## src/sv/jpss_pkg.sv

```systemverilog
// jpss_pkg: shared types, register codes and the lfsr helper of the joint pose sweep sequencer
// no dependencies; imported by every module of the block
`default_nettype none

package jpss_pkg;

  localparam int          JOINT_CAP  = 16;
  localparam logic [31:0] LFSR_MASK  = 32'hA300_0000;
  localparam logic [16:0] COUNT_MAX  = 17'h1_FFFF;
  localparam int          CMDQ_DEPTH = 4;
  localparam int          CMDQ_AW    = 2;

  typedef enum logic {
    OP_TICK = 1'b0,
    OP_LOAD = 1'b1
  } op_t;

  typedef enum logic [2:0] {
    REG_JOINT_COUNT       = 3'd0,
    REG_SWEEP_MODE        = 3'd1,
    REG_DWELL_LIMIT       = 3'd2,
    REG_ELAPSED_INCREMENT = 3'd3,
    REG_RANDOM_SEED       = 3'd4
  } reg_idx_t;

  typedef enum logic {
    CMD_LOAD = 1'b0,
    CMD_TRIG = 1'b1
  } cmd_kind_t;

  typedef enum logic [2:0] {
    BK_IDLE,
    BK_DRAW,
    BK_MUL,
    BK_CALC,
    BK_EMIT
  } bk_state_t;

  typedef struct packed {
    op_t                operation;
    logic               joints_done;
    logic [3:0]         joint_index;
    logic signed [15:0] lower_bound;
    logic signed [15:0] upper_bound;
    logic [14:0]        step_size;
  } in_t;

  typedef struct packed {
    logic [3:0]         target_joint;
    logic signed [15:0] target_position;
    logic               last_joint;
  } out_t;

  typedef struct packed {
    cmd_kind_t          kind;
    logic [3:0]         joint_index;
    logic signed [15:0] lower_bound;
    logic signed [15:0] upper_bound;
    logic [14:0]        step_size;
  } cmd_t;

  typedef struct packed {
    logic [4:0]  joint_count;
    logic        sweep_mode;
    logic [15:0] dwell_limit;
    logic [7:0]  elapsed_increment;
    logic        seed_load;
    logic [31:0] seed;
  } cfg_t;

  // eight steps of the right-shifting galois register
  function automatic logic [31:0] lfsr_step8(input logic [31:0] v);
    logic [31:0] s;
    s = v;
    for (int i = 0; i < 8; i++) begin
      if (s[0]) begin
        s = (s >> 1) ^ LFSR_MASK;
      end else begin
        s = s >> 1;
      end
    end
    return s;
  endfunction

endpackage

`default_nettype wire

```

## src/sv/joint_pose_sweep_sequencer.sv

```systemverilog
// joint_pose_sweep_sequencer: top level with the configuration registers
// depends on jpss_pkg, jpss_front, jpss_cmdq, jpss_back
//
//   port group   direction  beat accepted when
//   in_*         input      in_push  && !in_full
//   out_*        output     out_pop  && !out_empty
//   cfg_*        input      cfg_we (no wait, no read-back)
//
// the front takes one input beat per cycle while the 4-entry command queue has room
// a load only writes the joint tables; a trigger walks the joints in use, each joint through
// calc and emit in sweep mode, or through lfsr draw, multiply, add and emit in random mode
// the back walk over the joint tables sets the rate; a stalled out_pop holds the walk
// reset is synchronous active low, no clearing pass; commanded targets reset to zero
`default_nettype none

module joint_pose_sweep_sequencer
  import jpss_pkg::*;
#(
  parameter int MAX_JOINTS = 16
)
(
  input  wire  logic        clk,
  input  wire  logic        rst_n,
  input  wire  logic        in_push,
  output logic              in_full,
  input  wire  in_t         in_data,
  output logic              out_empty,
  input  wire  logic        out_pop,
  output out_t              out_data,
  input  wire  logic        cfg_we,
  input  wire  logic [2:0]  cfg_index,
  input  wire  logic [31:0] cfg_wdata
);

  cfg_t        cfg;
  logic [4:0]  joint_count_r;
  logic        sweep_mode_r;
  logic [15:0] dwell_limit_r;
  logic [7:0]  elapsed_inc_r;
  logic        seed_load;

  logic        q_full;
  logic        q_push;
  cmd_t        q_push_data;
  logic        q_pop;
  logic        q_valid;
  cmd_t        q_head;

  always_ff @(posedge clk) begin
    if (!rst_n) begin
      joint_count_r <= 5'd1;
      sweep_mode_r  <= 1'b0;
      dwell_limit_r <= 16'd10;
      elapsed_inc_r <= 8'd1;
    end else if (cfg_we) begin
      unique case (reg_idx_t'(cfg_index))
        REG_JOINT_COUNT:       joint_count_r <= cfg_wdata[4:0];
        REG_SWEEP_MODE:        sweep_mode_r  <= cfg_wdata[0];
        REG_DWELL_LIMIT:       dwell_limit_r <= cfg_wdata[15:0];
        REG_ELAPSED_INCREMENT: elapsed_inc_r <= cfg_wdata[7:0];
        default: ;
      endcase
    end
  end

  // the seed is not kept; a write reloads the lfsr directly
  assign seed_load = cfg_we && (reg_idx_t'(cfg_index) == REG_RANDOM_SEED);

  assign cfg.joint_count       = joint_count_r;
  assign cfg.sweep_mode        = sweep_mode_r;
  assign cfg.dwell_limit       = dwell_limit_r;
  assign cfg.elapsed_increment = elapsed_inc_r;
  assign cfg.seed_load         = seed_load;
  assign cfg.seed              = cfg_wdata;

  assign in_full = q_full;

  jpss_front u_front (
    .clk      (clk),
    .rst_n    (rst_n),
    .cfg      (cfg),
    .in_push  (in_push),
    .in_data  (in_data),
    .q_full   (q_full),
    .cmd_push (q_push),
    .cmd_data (q_push_data)
  );

  jpss_cmdq u_cmdq (
    .clk       (clk),
    .rst_n     (rst_n),
    .push      (q_push),
    .push_data (q_push_data),
    .pop       (q_pop),
    .full      (q_full),
    .valid     (q_valid),
    .head      (q_head)
  );

  jpss_back #(
    .MAX_JOINTS (MAX_JOINTS)
  ) u_back (
    .clk       (clk),
    .rst_n     (rst_n),
    .cfg       (cfg),
    .cmd_valid (q_valid),
    .cmd       (q_head),
    .cmd_pop   (q_pop),
    .out_pop   (out_pop),
    .out_empty (out_empty),
    .out_data  (out_data)
  );

endmodule

`default_nettype wire

```

## src/sv/jpss_front.sv

```systemverilog
// jpss_front: accepts input beats, keeps the dwell counter and turns items into commands
// depends on jpss_pkg
`default_nettype none

module jpss_front
  import jpss_pkg::*;
(
  input  wire  logic clk,
  input  wire  logic rst_n,
  input  wire  cfg_t cfg,
  input  wire  logic in_push,
  input  wire  in_t  in_data,
  input  wire  logic q_full,
  output logic       cmd_push,
  output cmd_t       cmd_data
);

  logic [16:0] dwell_r;
  logic [16:0] dwell_nxt;
  logic [17:0] dwell_sum;
  logic [16:0] dwell_sat;
  logic        accept;
  logic        trig;

  assign accept    = in_push && !q_full;
  assign dwell_sum = {1'b0, dwell_r} + {10'd0, cfg.elapsed_increment};
  assign dwell_sat = dwell_sum[17] ? COUNT_MAX : dwell_sum[16:0];

  always_comb begin
    dwell_nxt = dwell_r;
    trig      = 1'b0;
    if (accept && in_data.operation == OP_TICK) begin
      if (in_data.joints_done) begin
        dwell_nxt = dwell_sat;
      end
      if (dwell_nxt > {1'b0, cfg.dwell_limit}) begin
        trig      = 1'b1;
        dwell_nxt = '0;
      end
    end
  end

  always_ff @(posedge clk) begin
    if (!rst_n) begin
      dwell_r <= '0;
    end else begin
      dwell_r <= dwell_nxt;
    end
  end

  assign cmd_push             = accept && (in_data.operation == OP_LOAD || trig);
  assign cmd_data.kind        = (in_data.operation == OP_LOAD) ? CMD_LOAD : CMD_TRIG;
  assign cmd_data.joint_index = in_data.joint_index;
  assign cmd_data.lower_bound = in_data.lower_bound;
  assign cmd_data.upper_bound = in_data.upper_bound;
  assign cmd_data.step_size   = in_data.step_size;

  a_trig_clears: assert property (@(posedge clk) disable iff (!rst_n)
    trig |=> dwell_r == '0)
    else $error("dwell counter not cleared after trigger");

endmodule

`default_nettype wire

```

## src/sv/jpss_cmdq.sv

```systemverilog
// jpss_cmdq: short command queue between the front and the back
// depends on jpss_pkg
`default_nettype none

module jpss_cmdq
  import jpss_pkg::*;
(
  input  wire  logic clk,
  input  wire  logic rst_n,
  input  wire  logic push,
  input  wire  cmd_t push_data,
  input  wire  logic pop,
  output logic       full,
  output logic       valid,
  output cmd_t       head
);

  cmd_t                 entry_r [CMDQ_DEPTH];
  logic [CMDQ_AW-1:0]   wr_ptr_r;
  logic [CMDQ_AW-1:0]   rd_ptr_r;
  logic [CMDQ_AW:0]     count_r;

  assign full  = count_r == (CMDQ_AW+1)'(CMDQ_DEPTH);
  assign valid = count_r != '0;
  assign head  = entry_r[rd_ptr_r];

  always_ff @(posedge clk) begin
    if (push) begin
      entry_r[wr_ptr_r] <= push_data;
    end
  end

  always_ff @(posedge clk) begin
    if (!rst_n) begin
      wr_ptr_r <= '0;
      rd_ptr_r <= '0;
      count_r  <= '0;
    end else begin
      if (push) begin
        wr_ptr_r <= wr_ptr_r + 1'b1;
      end
      if (pop) begin
        rd_ptr_r <= rd_ptr_r + 1'b1;
      end
      case ({push, pop})
        2'b10:   count_r <= count_r + 1'b1;
        2'b01:   count_r <= count_r - 1'b1;
        default: count_r <= count_r;
      endcase
    end
  end

  a_no_overflow: assert property (@(posedge clk) disable iff (!rst_n)
    count_r <= (CMDQ_AW+1)'(CMDQ_DEPTH))
    else $error("command queue overflow");

  a_no_underflow: assert property (@(posedge clk) disable iff (!rst_n)
    pop |-> count_r != '0)
    else $error("command queue popped while empty");

endmodule

`default_nettype wire

```

## src/sv/jpss_back.sv

```systemverilog
// jpss_back: joint tables, target generation walk, lfsr and the result register
// depends on jpss_pkg
`default_nettype none

module jpss_back
  import jpss_pkg::*;
#(
  parameter int MAX_JOINTS = 16
)
(
  input  wire  logic clk,
  input  wire  logic rst_n,
  input  wire  cfg_t cfg,
  input  wire  logic cmd_valid,
  input  wire  cmd_t cmd,
  output logic       cmd_pop,
  input  wire  logic out_pop,
  output logic       out_empty,
  output out_t       out_data
);

  localparam int DEPTH = (MAX_JOINTS < JOINT_CAP) ? MAX_JOINTS : JOINT_CAP;
  localparam int IW    = (DEPTH > 1) ? $clog2(DEPTH) : 1;

  logic signed [15:0] lower_tab [DEPTH];
  logic signed [15:0] upper_tab [DEPTH];
  logic [14:0]        step_tab  [DEPTH];
  logic signed [15:0] cmd_tab_r [DEPTH];

  bk_state_t          state_r, state_nxt;
  logic [3:0]         j_r, j_nxt;
  logic [4:0]         n_r, n_nxt;
  logic               carry_r, carry_nxt;
  logic               started_r, started_nxt;
  logic               ph_r, ph_nxt;
  logic [31:0]        lfsr_r, lfsr_nxt;
  logic signed [15:0] lo_r, lo_nxt;
  logic [16:0]        span_r, span_nxt;
  logic [32:0]        prod_r, prod_nxt;
  logic signed [15:0] pos_r, pos_nxt;
  logic               out_valid_r, out_valid_nxt;
  out_t               out_r, out_nxt;

  logic               tab_we;
  logic               cmdtab_we;
  logic [IW-1:0]      jx;
  logic signed [15:0] low_j, up_j, cur_j;
  logic [14:0]        step_j;
  logic signed [15:0] min_j, max_j;
  logic signed [17:0] sw_sum;
  logic signed [17:0] rnd_sum;
  logic [4:0]         n_cfg;
  logic               last;
  logic               slot_free;

  assign jx     = j_r[IW-1:0];
  assign low_j  = lower_tab[jx];
  assign up_j   = upper_tab[jx];
  assign step_j = step_tab[jx];
  assign cur_j  = cmd_tab_r[jx];
  assign min_j  = (low_j < up_j) ? low_j : up_j;
  assign max_j  = (low_j < up_j) ? up_j : low_j;

  assign sw_sum  = {{2{cur_j[15]}}, cur_j} + {3'b000, step_j};
  assign rnd_sum = {{2{lo_r[15]}}, lo_r} + {1'b0, prod_r[32:16]};

  assign n_cfg     = (cfg.joint_count > 5'(DEPTH)) ? 5'(DEPTH) : cfg.joint_count;
  assign last      = ({1'b0, j_r} + 5'd1) == n_r;
  assign slot_free = !out_valid_r || out_pop;

  always_comb begin
    state_nxt     = state_r;
    j_nxt         = j_r;
    n_nxt         = n_r;
    carry_nxt     = carry_r;
    started_nxt   = started_r;
    ph_nxt        = ph_r;
    lfsr_nxt      = lfsr_r;
    lo_nxt        = lo_r;
    span_nxt      = span_r;
    prod_nxt      = prod_r;
    pos_nxt       = pos_r;
    out_valid_nxt = out_valid_r && !out_pop;
    out_nxt       = out_r;
    cmd_pop       = 1'b0;
    tab_we        = 1'b0;
    cmdtab_we     = 1'b0;

    unique case (state_r)
      BK_IDLE: begin
        if (cmd_valid) begin
          cmd_pop = 1'b1;
          if (cmd.kind == CMD_LOAD) begin
            tab_we = {1'b0, cmd.joint_index} < 5'(DEPTH);
          end else begin
            j_nxt     = '0;
            n_nxt     = n_cfg;
            carry_nxt = 1'b1;
            ph_nxt    = 1'b0;
            if (n_cfg == '0) begin
              started_nxt = 1'b1;
            end else begin
              state_nxt = cfg.sweep_mode ? BK_CALC : BK_DRAW;
            end
          end
        end
      end
      BK_DRAW: begin
        // sixteen lfsr steps per joint, eight per cycle
        lfsr_nxt = lfsr_step8(lfsr_r);
        ph_nxt   = 1'b1;
        if (!ph_r) begin
          lo_nxt   = min_j;
          span_nxt = 17'({max_j[15], max_j} - {min_j[15], min_j} + 17'd1);
        end else begin
          state_nxt = BK_MUL;
        end
      end
      BK_MUL: begin
        prod_nxt  = span_r * {17'd0, lfsr_r[15:0]};
        state_nxt = BK_CALC;
      end
      BK_CALC: begin
        if (!cfg.sweep_mode) begin
          pos_nxt = rnd_sum[15:0];
        end else if (!started_r) begin
          pos_nxt = low_j;
        end else if (carry_r) begin
          // odometer: wrap to the lower limit and carry on
          if (sw_sum > $signed({{2{up_j[15]}}, up_j})) begin
            pos_nxt   = low_j;
            carry_nxt = 1'b1;
          end else begin
            pos_nxt   = sw_sum[15:0];
            carry_nxt = 1'b0;
          end
        end else begin
          pos_nxt = cur_j;
        end
        state_nxt = BK_EMIT;
      end
      BK_EMIT: begin
        if (slot_free) begin
          out_valid_nxt           = 1'b1;
          out_nxt.target_joint    = j_r;
          out_nxt.target_position = pos_r;
          out_nxt.last_joint      = last;
          cmdtab_we               = 1'b1;
          if (last) begin
            started_nxt = 1'b1;
            state_nxt   = BK_IDLE;
          end else begin
            j_nxt     = j_r + 4'd1;
            ph_nxt    = 1'b0;
            state_nxt = cfg.sweep_mode ? BK_CALC : BK_DRAW;
          end
        end
      end
      default: state_nxt = BK_IDLE;
    endcase

    if (cfg.seed_load) begin
      lfsr_nxt = (cfg.seed == '0) ? 32'd1 : cfg.seed;
    end
  end

  always_ff @(posedge clk) begin
    if (!rst_n) begin
      state_r     <= BK_IDLE;
      started_r   <= 1'b0;
      out_valid_r <= 1'b0;
      lfsr_r      <= 32'd1;
      j_r         <= '0;
      n_r         <= '0;
      carry_r     <= 1'b0;
      ph_r        <= 1'b0;
    end else begin
      state_r     <= state_nxt;
      started_r   <= started_nxt;
      out_valid_r <= out_valid_nxt;
      lfsr_r      <= lfsr_nxt;
      j_r         <= j_nxt;
      n_r         <= n_nxt;
      carry_r     <= carry_nxt;
      ph_r        <= ph_nxt;
    end
  end

  always_ff @(posedge clk) begin
    lo_r   <= lo_nxt;
    span_r <= span_nxt;
    prod_r <= prod_nxt;
    pos_r  <= pos_nxt;
    out_r  <= out_nxt;
  end

  always_ff @(posedge clk) begin
    if (tab_we) begin
      lower_tab[cmd.joint_index[IW-1:0]] <= cmd.lower_bound;
      upper_tab[cmd.joint_index[IW-1:0]] <= cmd.upper_bound;
      step_tab[cmd.joint_index[IW-1:0]]  <= cmd.step_size;
    end
  end

  always_ff @(posedge clk) begin
    if (!rst_n) begin
      for (int i = 0; i < DEPTH; i++) begin
        cmd_tab_r[i] <= '0;
      end
    end else if (cmdtab_we) begin
      cmd_tab_r[jx] <= pos_r;
    end
  end

  assign out_empty = !out_valid_r;
  assign out_data  = out_r;

  a_walk_in_range: assert property (@(posedge clk) disable iff (!rst_n)
    (state_r != BK_IDLE) |-> ({1'b0, j_r} < n_r))
    else $error("joint walk past joint count");

  a_emit_loads: assert property (@(posedge clk) disable iff (!rst_n)
    (state_r == BK_EMIT && slot_free) |=> out_valid_r)
    else $error("result not loaded on emit");

  a_pop_idle_only: assert property (@(posedge clk) disable iff (!rst_n)
    cmd_pop |-> (state_r == BK_IDLE && cmd_valid))
    else $error("command taken while busy");

endmodule

`default_nettype wire

```

## config.mk

```make
export PLATFORM = sky130hd
export DESIGN_NAME = joint_pose_sweep_sequencer
export DESIGN_NICKNAME = d
export VERILOG_FILES = /design/src/sv/jpss_pkg.sv /design/src/sv/joint_pose_sweep_sequencer.sv /design/src/sv/jpss_front.sv /design/src/sv/jpss_cmdq.sv /design/src/sv/jpss_back.sv
export SDC_FILE = /design/constraint.sdc
export NUM_CORES = 2
export LEC_CHECK = 0
export BUFFER_PORTS_ARGS = -buffer_cell sky130_fd_sc_hd__buf_4
export CAP_MARGIN = 40
export CORE_MARGIN = 2
export CORE_UTILIZATION = 45
export DETAILED_ROUTE_END_ITERATION = 12
export GPL_TIMING_DRIVEN = 0
export SYNTH_ARGS = -nofsm -noshare
export SYNTH_HDL_FRONTEND = slang
export SYNTH_SLANG_ARGS = --single-unit
```

## constraint.sdc

```tcl
create_clock -name clk -period 7.4 [get_ports clk]
set_input_delay 0.74 -clock clk [delete_from_list [all_inputs] [get_ports clk]]
set_output_delay 0.74 -clock clk [all_outputs]
set_load 0.005 [all_outputs]
```

Yosys cells after proc, flatten, opt, wreduce, memory -nomap -nowiden:

Memory sizes are Yosys's and may differ from the RTL's. A register that Yosys moved wholly into a read port is not among the register bits.
Index checks and enable logic that the tools add are counted.

* RAM bits: 1216
* memories kept: 5
* output and inout port bits: 23
* bits in registers: 204
* logic and storage cells: 203
* bits of input ports: 93

Memory list
* u_back.cmd_tab_r: depth 16, width 16, rd ports 1, clocked after Yosys merged registers in 1, wr ports 16, line jpss_back.sv:28 `logic signed [15:0] cmd_tab_r [DEPTH];`
* u_back.lower_tab: depth 16, width 16, rd ports 1, clocked after Yosys merged registers in 1, wr ports 1, line jpss_back.sv:25 `logic signed [15:0] lower_tab [DEPTH];`
* u_back.upper_tab: depth 16, width 16, rd ports 1, clocked after Yosys merged registers in 1, wr ports 1, line jpss_back.sv:26 `logic signed [15:0] upper_tab [DEPTH];`
* u_back.step_tab: depth 16, width 15, rd ports 1, clocked after Yosys merged registers in 1, wr ports 1, line jpss_back.sv:27 `logic [14:0] step_tab [DEPTH];`
* u_cmdq.entry_r: depth 4, width 52, rd ports 1, clocked after Yosys merged registers in 1, wr ports 1, line jpss_cmdq.sv:18 `cmd_t entry_r [CMDQ_DEPTH];`

* bitwise gates (word level): 10
* mux-type cells: 94
* add/sub/neg operators: 11
* reductions and logical operators: 33
* multiply operators: 1
* order comparisons: 4
* equality and inequality tests: 22

Operators with widths (count)
* 32-bit two-way mux: 18
* 16-bit two-way mux: 7
* 17-bit two-way mux: 4
* 4-bit two-way mux: 13
* 1-bit two-way mux: 36
* 17-bit by 16-bit > comparator with 1-bit output: 2
* 32-bit zero test: 1
* 17-bit by 16-bit multiplier with 32-bit output: 1
* 3-bit inverter with 4-bit output: 8
* 5-bit AND reduction: 4
* 17-bit by 8-bit adder with 18-bit output: 1
* 3-bit two-way mux: 6
* 16-bit by 16-bit adder with 17-bit output: 1
* 17-bit by 1-bit adder with 17-bit output (second input constant): 1
* 16-bit by 16-bit subtractor with 17-bit output: 1
* 16-bit adder: 1
* 16-bit < comparator: 1
* 16-bit OR reduction: 1
* 3-bit case mux with 5 select lines: 1
* 3-bit by 2-bit == test with 1-bit output (second input constant): 4
* 2-bit by 1-bit != test with 1-bit output (second input constant): 6
* 2-bit AND reduction: 6
* 3-bit == test (second input constant): 3
* 2-bit != test (second input constant): 4
* 26 further kinds: 44

Depth between registers and ports, before layout:

* depth after elaboration: 25
* depth in mapped cells: 28
* depth with buffers taken out: 25

By module:

A second synthesis with hierarchy kept.

* cells, all modules: 4329
* area total of the unflattened synthesis: 68349.3 um^2

By module, submodules not included
* jpss_back: area each 57025.9 um^2, sequential area each 33892.5 um^2, times used 1, cells an instance 3622
* jpss_cmdq: area each 8016.4 um^2, sequential area each 6426.2 um^2, times used 1, cells an instance 318
* jpss_front: area each 2102.0 um^2, sequential area each 340.3 um^2, times used 1, cells an instance 265
* joint_pose_sweep_sequencer: area each 1204.9 um^2, sequential area each 600.6 um^2, times used 1, cells an instance 124

Least setup slack after synthesis:

OpenSTA, ideal clock, no wires.

* kind: flip-flop to flip-flop
* start: reg with a tool-made name
* end: reg u_back.pos_r[11] (data pin)
* library setup time: 0.262 ns
* arrival time: 6.985 ns
* cell stages (with the launch flop): 27
* path slack: 0.154 ns
* required time: 7.138 ns
* cell sequence: dfxtp_1 buf_2 buf_2 clkbuf_1 buf_2 mux4_2 mux4_2 ha_1 fa_1 a21oi_1 nor2b_1 a311o_1 o311a_1 o41ai_1 a21oi_1 or3_1 and2_1 ha_1 a21oi_1 nor2b_1 a2111oi_0 o211ai_1 a31oi_1 clkbuf_1 o21ai_1 a221oi_1 nor2_1

RTL lines
* end signal, assigned: line jpss_back.sv:193 `pos_r <= pos_nxt;`
* end, declared: line jpss_back.sv:40 `logic signed [15:0] pos_r, pos_nxt;`

==> flow_summary.json <==
{
  "status": "finished, final reports clean",
  "coreArea_mm2": 0.150,
  "drc": 0,
  "routed-via-count": 38234,
  "synth-seq-cells": 1410,
  "tritoncts": "yes",
  "grt_pass1_vias": 39217,
  "clkLatencyLatePin_ps": 800,
  "cts_buffers": 150,
  "power.density_mw_per_mm2": 280,
  "min_path_type": "in -> reg",
  "dieArea_mm2": 0.154,
  "ir_drop_mv": 0.255,
  "port_buffers": 114,
  "slew_headroom_pct": 37.4,
  "rsz0062_at_grt": "no",
  "p_int_mw": 15.6,
  "cap_violations": 0,
  "seq_area_frac_synth_pct": 61.0,
  "max_freq_mhz": 138,
  "ant_nets": 0,
  "dr.pass1.iters": 5,
  "die_h_um": 392,
  "final_cells": 6814,
  "worstMarginPinSlew_ps": 939,
  "num_rows": 142,
  "antenna_found_initial": 0,
  "crit_path_start_kind": "register",
  "nets": 5191,
  "avgViaCountPerCell": 5.61,
  "critPathArrivalTime_ps": 7760,
  "regArea_mm2": 0.0413,
  "p_comb_share_pct": 20.5,
  "grt_pass1_wl_um": 261000,
  "fp.dieW_um": 392,
  "avgRoutedWirePerCell_um": 26.0,
  "gp_congestion": 0.903,
  "synth_area_mm2": 0.0677,
  "drive_gt1_share_pct": 19.6,
  "worstHoldStart": "in_data[11]",
  "cts_htree_levels": 4,
  "ios": 116,
  "synth_cell_type_count": 68,
  "cp-end-kind": "register",
  "crit_fanout": 10,
  "hold_viol_final": 0,
  "drt_wl_total_um": 177000,
  "synth_area_per_cell_um2": 15.7,
  "track_usage_pct": 23.4,
  "swShare_pct": 29.0,
  "synth_fp_nets": 4827,
  "area_growth_pct": 15.6,
  "clkPwrFrac_pct": 33.4,
  "layout_worst_path_cycle_share_pct": 97.7,
  "hold_end": "u_cmdq.entry_r[2][11]",
  "min_path_cells": 1,
  "setup_violations": 0,
  "clock_sinks": 1410,
  "dp_hpwl_um": 126000,
  "layout.filler_cells": 12342,
  "ys.flop_type": "edfxtp_1",
  "first_iter_violations": 3480,
  "yosysWarnings": 0,
  "crit_type": "reg -> reg",
  "place_inst": 6541,
  "ff2ff_setup_slack_ps": 170,
  "multi_input_area_mm2": 0.0247,
  "period_minus_slack_ps": 7230,
  "grt_max_degree": 31,
  "synth_edf_count": 1302,
  "cts_max_path_buffers": 3,
  "grt-ovfl-total": 0,
  "skew_ps": 71.4,
  "fin_setup_tns_ps": 0,
  "seqPwrFrac_pct": 46.1,
  "path_clk_slew_ps": 60,
  "drv_slew": 0,
  "cts-root-buf": "clkbuf_16",
  "cts_hold_buf": 0,
  "start_util_pct": 45.2,
  "netlist_instances": 4314,
  "async_reset_ff_share_pct": 0,
  "required_ps": 7940,
  "p_switching_mw": 6.37,
  "worstReg2RegEnd": "u_back.pos_r[11]",
  "p_leak_nw": 27.7,
  "reg2regPathDepth": 25
}
## stage by stage
step,util [%],worst slack [ps],area [um^2],hold WS (ps),total power [mW]
floorplan,-,154,67700,406,13.0
detailed placement,48.8,-2320,73000,431,14.8
global placement,47.5,-2430,71100,414,14.5
CTS,52.1,2.67,78000,90.6,22.1
global route,52.3,7.25,78200,113,22.9
finish,52.3,174,78200,138,21.9
## Yosys cell counts (27+ instances only)
cell / number / area [um^2]
a21boi_0: 34 / 255
a21o_1: 32 / 240
a21oi_1: 80 / 400
and2_1: 385 / 2410
buf_2: 33 / 165
clkbuf_1: 158 / 593
dfxtp_1: 108 / 2160
edfxtp_1: 1302 / 39100
fa_1: 211 / 4220
ha_1: 209 / 2620
inv_1: 322 / 1210
mux2i_1: 30 / 300
mux4_2: 367 / 8270
nand2_1: 356 / 1340
nand2b_1: 34 / 213
nand3_1: 39 / 195
nor2_1: 131 / 492
nor2b_1: 35 / 219
nor3_1: 27 / 135
o21ai_0: 70 / 350
xnor2_1: 70 / 613
xor2_1: 28 / 245
## cell type report
cell class                 count  share of cell area, %
sequential                  1410                   52.7
multi-input combinational   2373                   31.6
clock buffer                 185                   5.00
timing repair buffer         216                   3.30
tap                         2016                   3.22
inverter                     322                   1.54
buffer                       205                   1.40
clock inverter                86                   1.16
antenna                        1                0.00320
## cell families after synthesis
family,share of synthesized area [%]
AO/OA/AOI/OAI,3.59
AND/OR/NAND/NOR,8.14
buffers and inverters,3.02
multiplexers,12.9
XOR/XNOR,1.27
flip-flops,61.0
adder cells (fa/ha/maj),10.1
## state kept, by name, summed over array words and instances, names as in the netlist, 8 cells and up, named ones only
signal,cells
dwell_limit_r,16
elapsed_inc_r,8
u_back.cmd_tab_r,256
u_back.lfsr_r,32
u_back.lo_r,16
u_back.lower_tab,256
u_back.out_data,21
u_back.pos_r,16
u_back.prod_r,16
u_back.span_r,17
u_back.step_tab,240
u_back.upper_tab,256
u_cmdq.entry_r,208
u_front.dwell_r,17
## power by group through the flow
| stage | combinational [mW] | clock, mW | sequential (mW) |
|---|---|---|---|
| 3_5_place_dp | 4.48 | 0 | 10.3 |
| 5_1_grt | 5.01 | 7.76 | 10.2 |
| 6_report | 4.50 | 7.32 | 10.1 |
| 3_3_place_gp | 4.22 | 0 | 10.3 |
| 4_1_cts | 4.54 | 7.44 | 10.1 |
| 2_1_floorplan | 2.85 | 0 | 10.2 |
## repair_timing
action,4_1_cts,5_1_grt
gates cloned,0,0
setup buffers,2,3
resized for setup,81,57
pin swaps,3,6
setup endpoints to repair,34,28
## critical path, cell delays in order (launching register included)
cell and delay [ps]:
dfxtp_4 450, buf_6 220, clkbuf_8 230, clkbuf_2 410
mux4_2 360, mux4_2 540, ha_2 240, fa_1 460
a21oi_1 160, nor2b_1 90, a311o_1 400, o311a_1 330
o41ai_2 260, a21oi_1 140, or3_1 340, and2_1 170
ha_1 300, a21oi_1 140, nor2b_1 80, a2111oi_2 340
o211ai_1 150, a31oi_1 280, buf_4 230, o21ai_4 140
a221oi_2 450, nor2_1 100
## placed cells by master (no fill, tap or decap), types with 13 or more instances in the layout
master | synthesis | routed
nand3_1 | 39 | 38
clkbuf_2 | 0 | 23
buf_2 | 33 | 16
a21o_1 | 32 | 32
o21a_1 | 18 | 18
mux2_2 | 16 | 16
and3_1 | 14 | 13
buf_8 | 0 | 30
nor3_1 | 27 | 26
buf_16 | 0 | 17
clkbuf_1 | 158 | 158
buf_12 | 0 | 36
nand2_1 | 356 | 356
fa_1 | 211 | 211
nor2_1 | 131 | 109
a21boi_0 | 34 | 34
buf_1 | 17 | 14
mux4_2 | 367 | 367
o211a_1 | 18 | 18
clkbuf_16 | 0 | 151
o211ai_1 | 14 | 14
buf_4 | 0 | 126
edfxtp_1 | 1302 | 1302
nand2b_1 | 34 | 34
ha_1 | 209 | 208
xor2_1 | 28 | 28
and2_1 | 385 | 384
o21ai_0 | 70 | 56
clkinv_1 | 0 | 32
a21oi_1 | 80 | 80
nor2_4 | 0 | 21
inv_1 | 322 | 322
nand4_1 | 15 | 15
xnor2_1 | 70 | 70
dfxtp_1 | 108 | 106
clkinv_2 | 0 | 21
buf_6 | 1 | 27
nor2b_1 | 35 | 35
o21ai_2 | 1 | 13
mux2i_1 | 30 | 30
## metal layers
| metal | part of all wire [%] | track usage, % |
|---|---|---|
| met5 | 0 | 0 |
| met4 | 2.5 | 6.19 |
| met1 | 43 | 33.0 |
| met2 | 48 | 38.0 |
| met3 | 6.1 | 3.62 |
## worst max-delay path by stage
stage,slack (ps),startpoint,end
2_1_floorplan,150,register,u_back.pos_r[11]
4_1_cts,3,register,u_back.pos_r[5]
5_1_grt,7,u_back.lfsr_r[8],u_back.prod_r[30]
3_5_place_dp,-2320,register,u_back.pos_r[5]
3_3_place_gp,-2430,register,u_back.pos_r[5]
6_report,170,register,u_back.pos_r[11]
(Power assumes the default switching activity.)
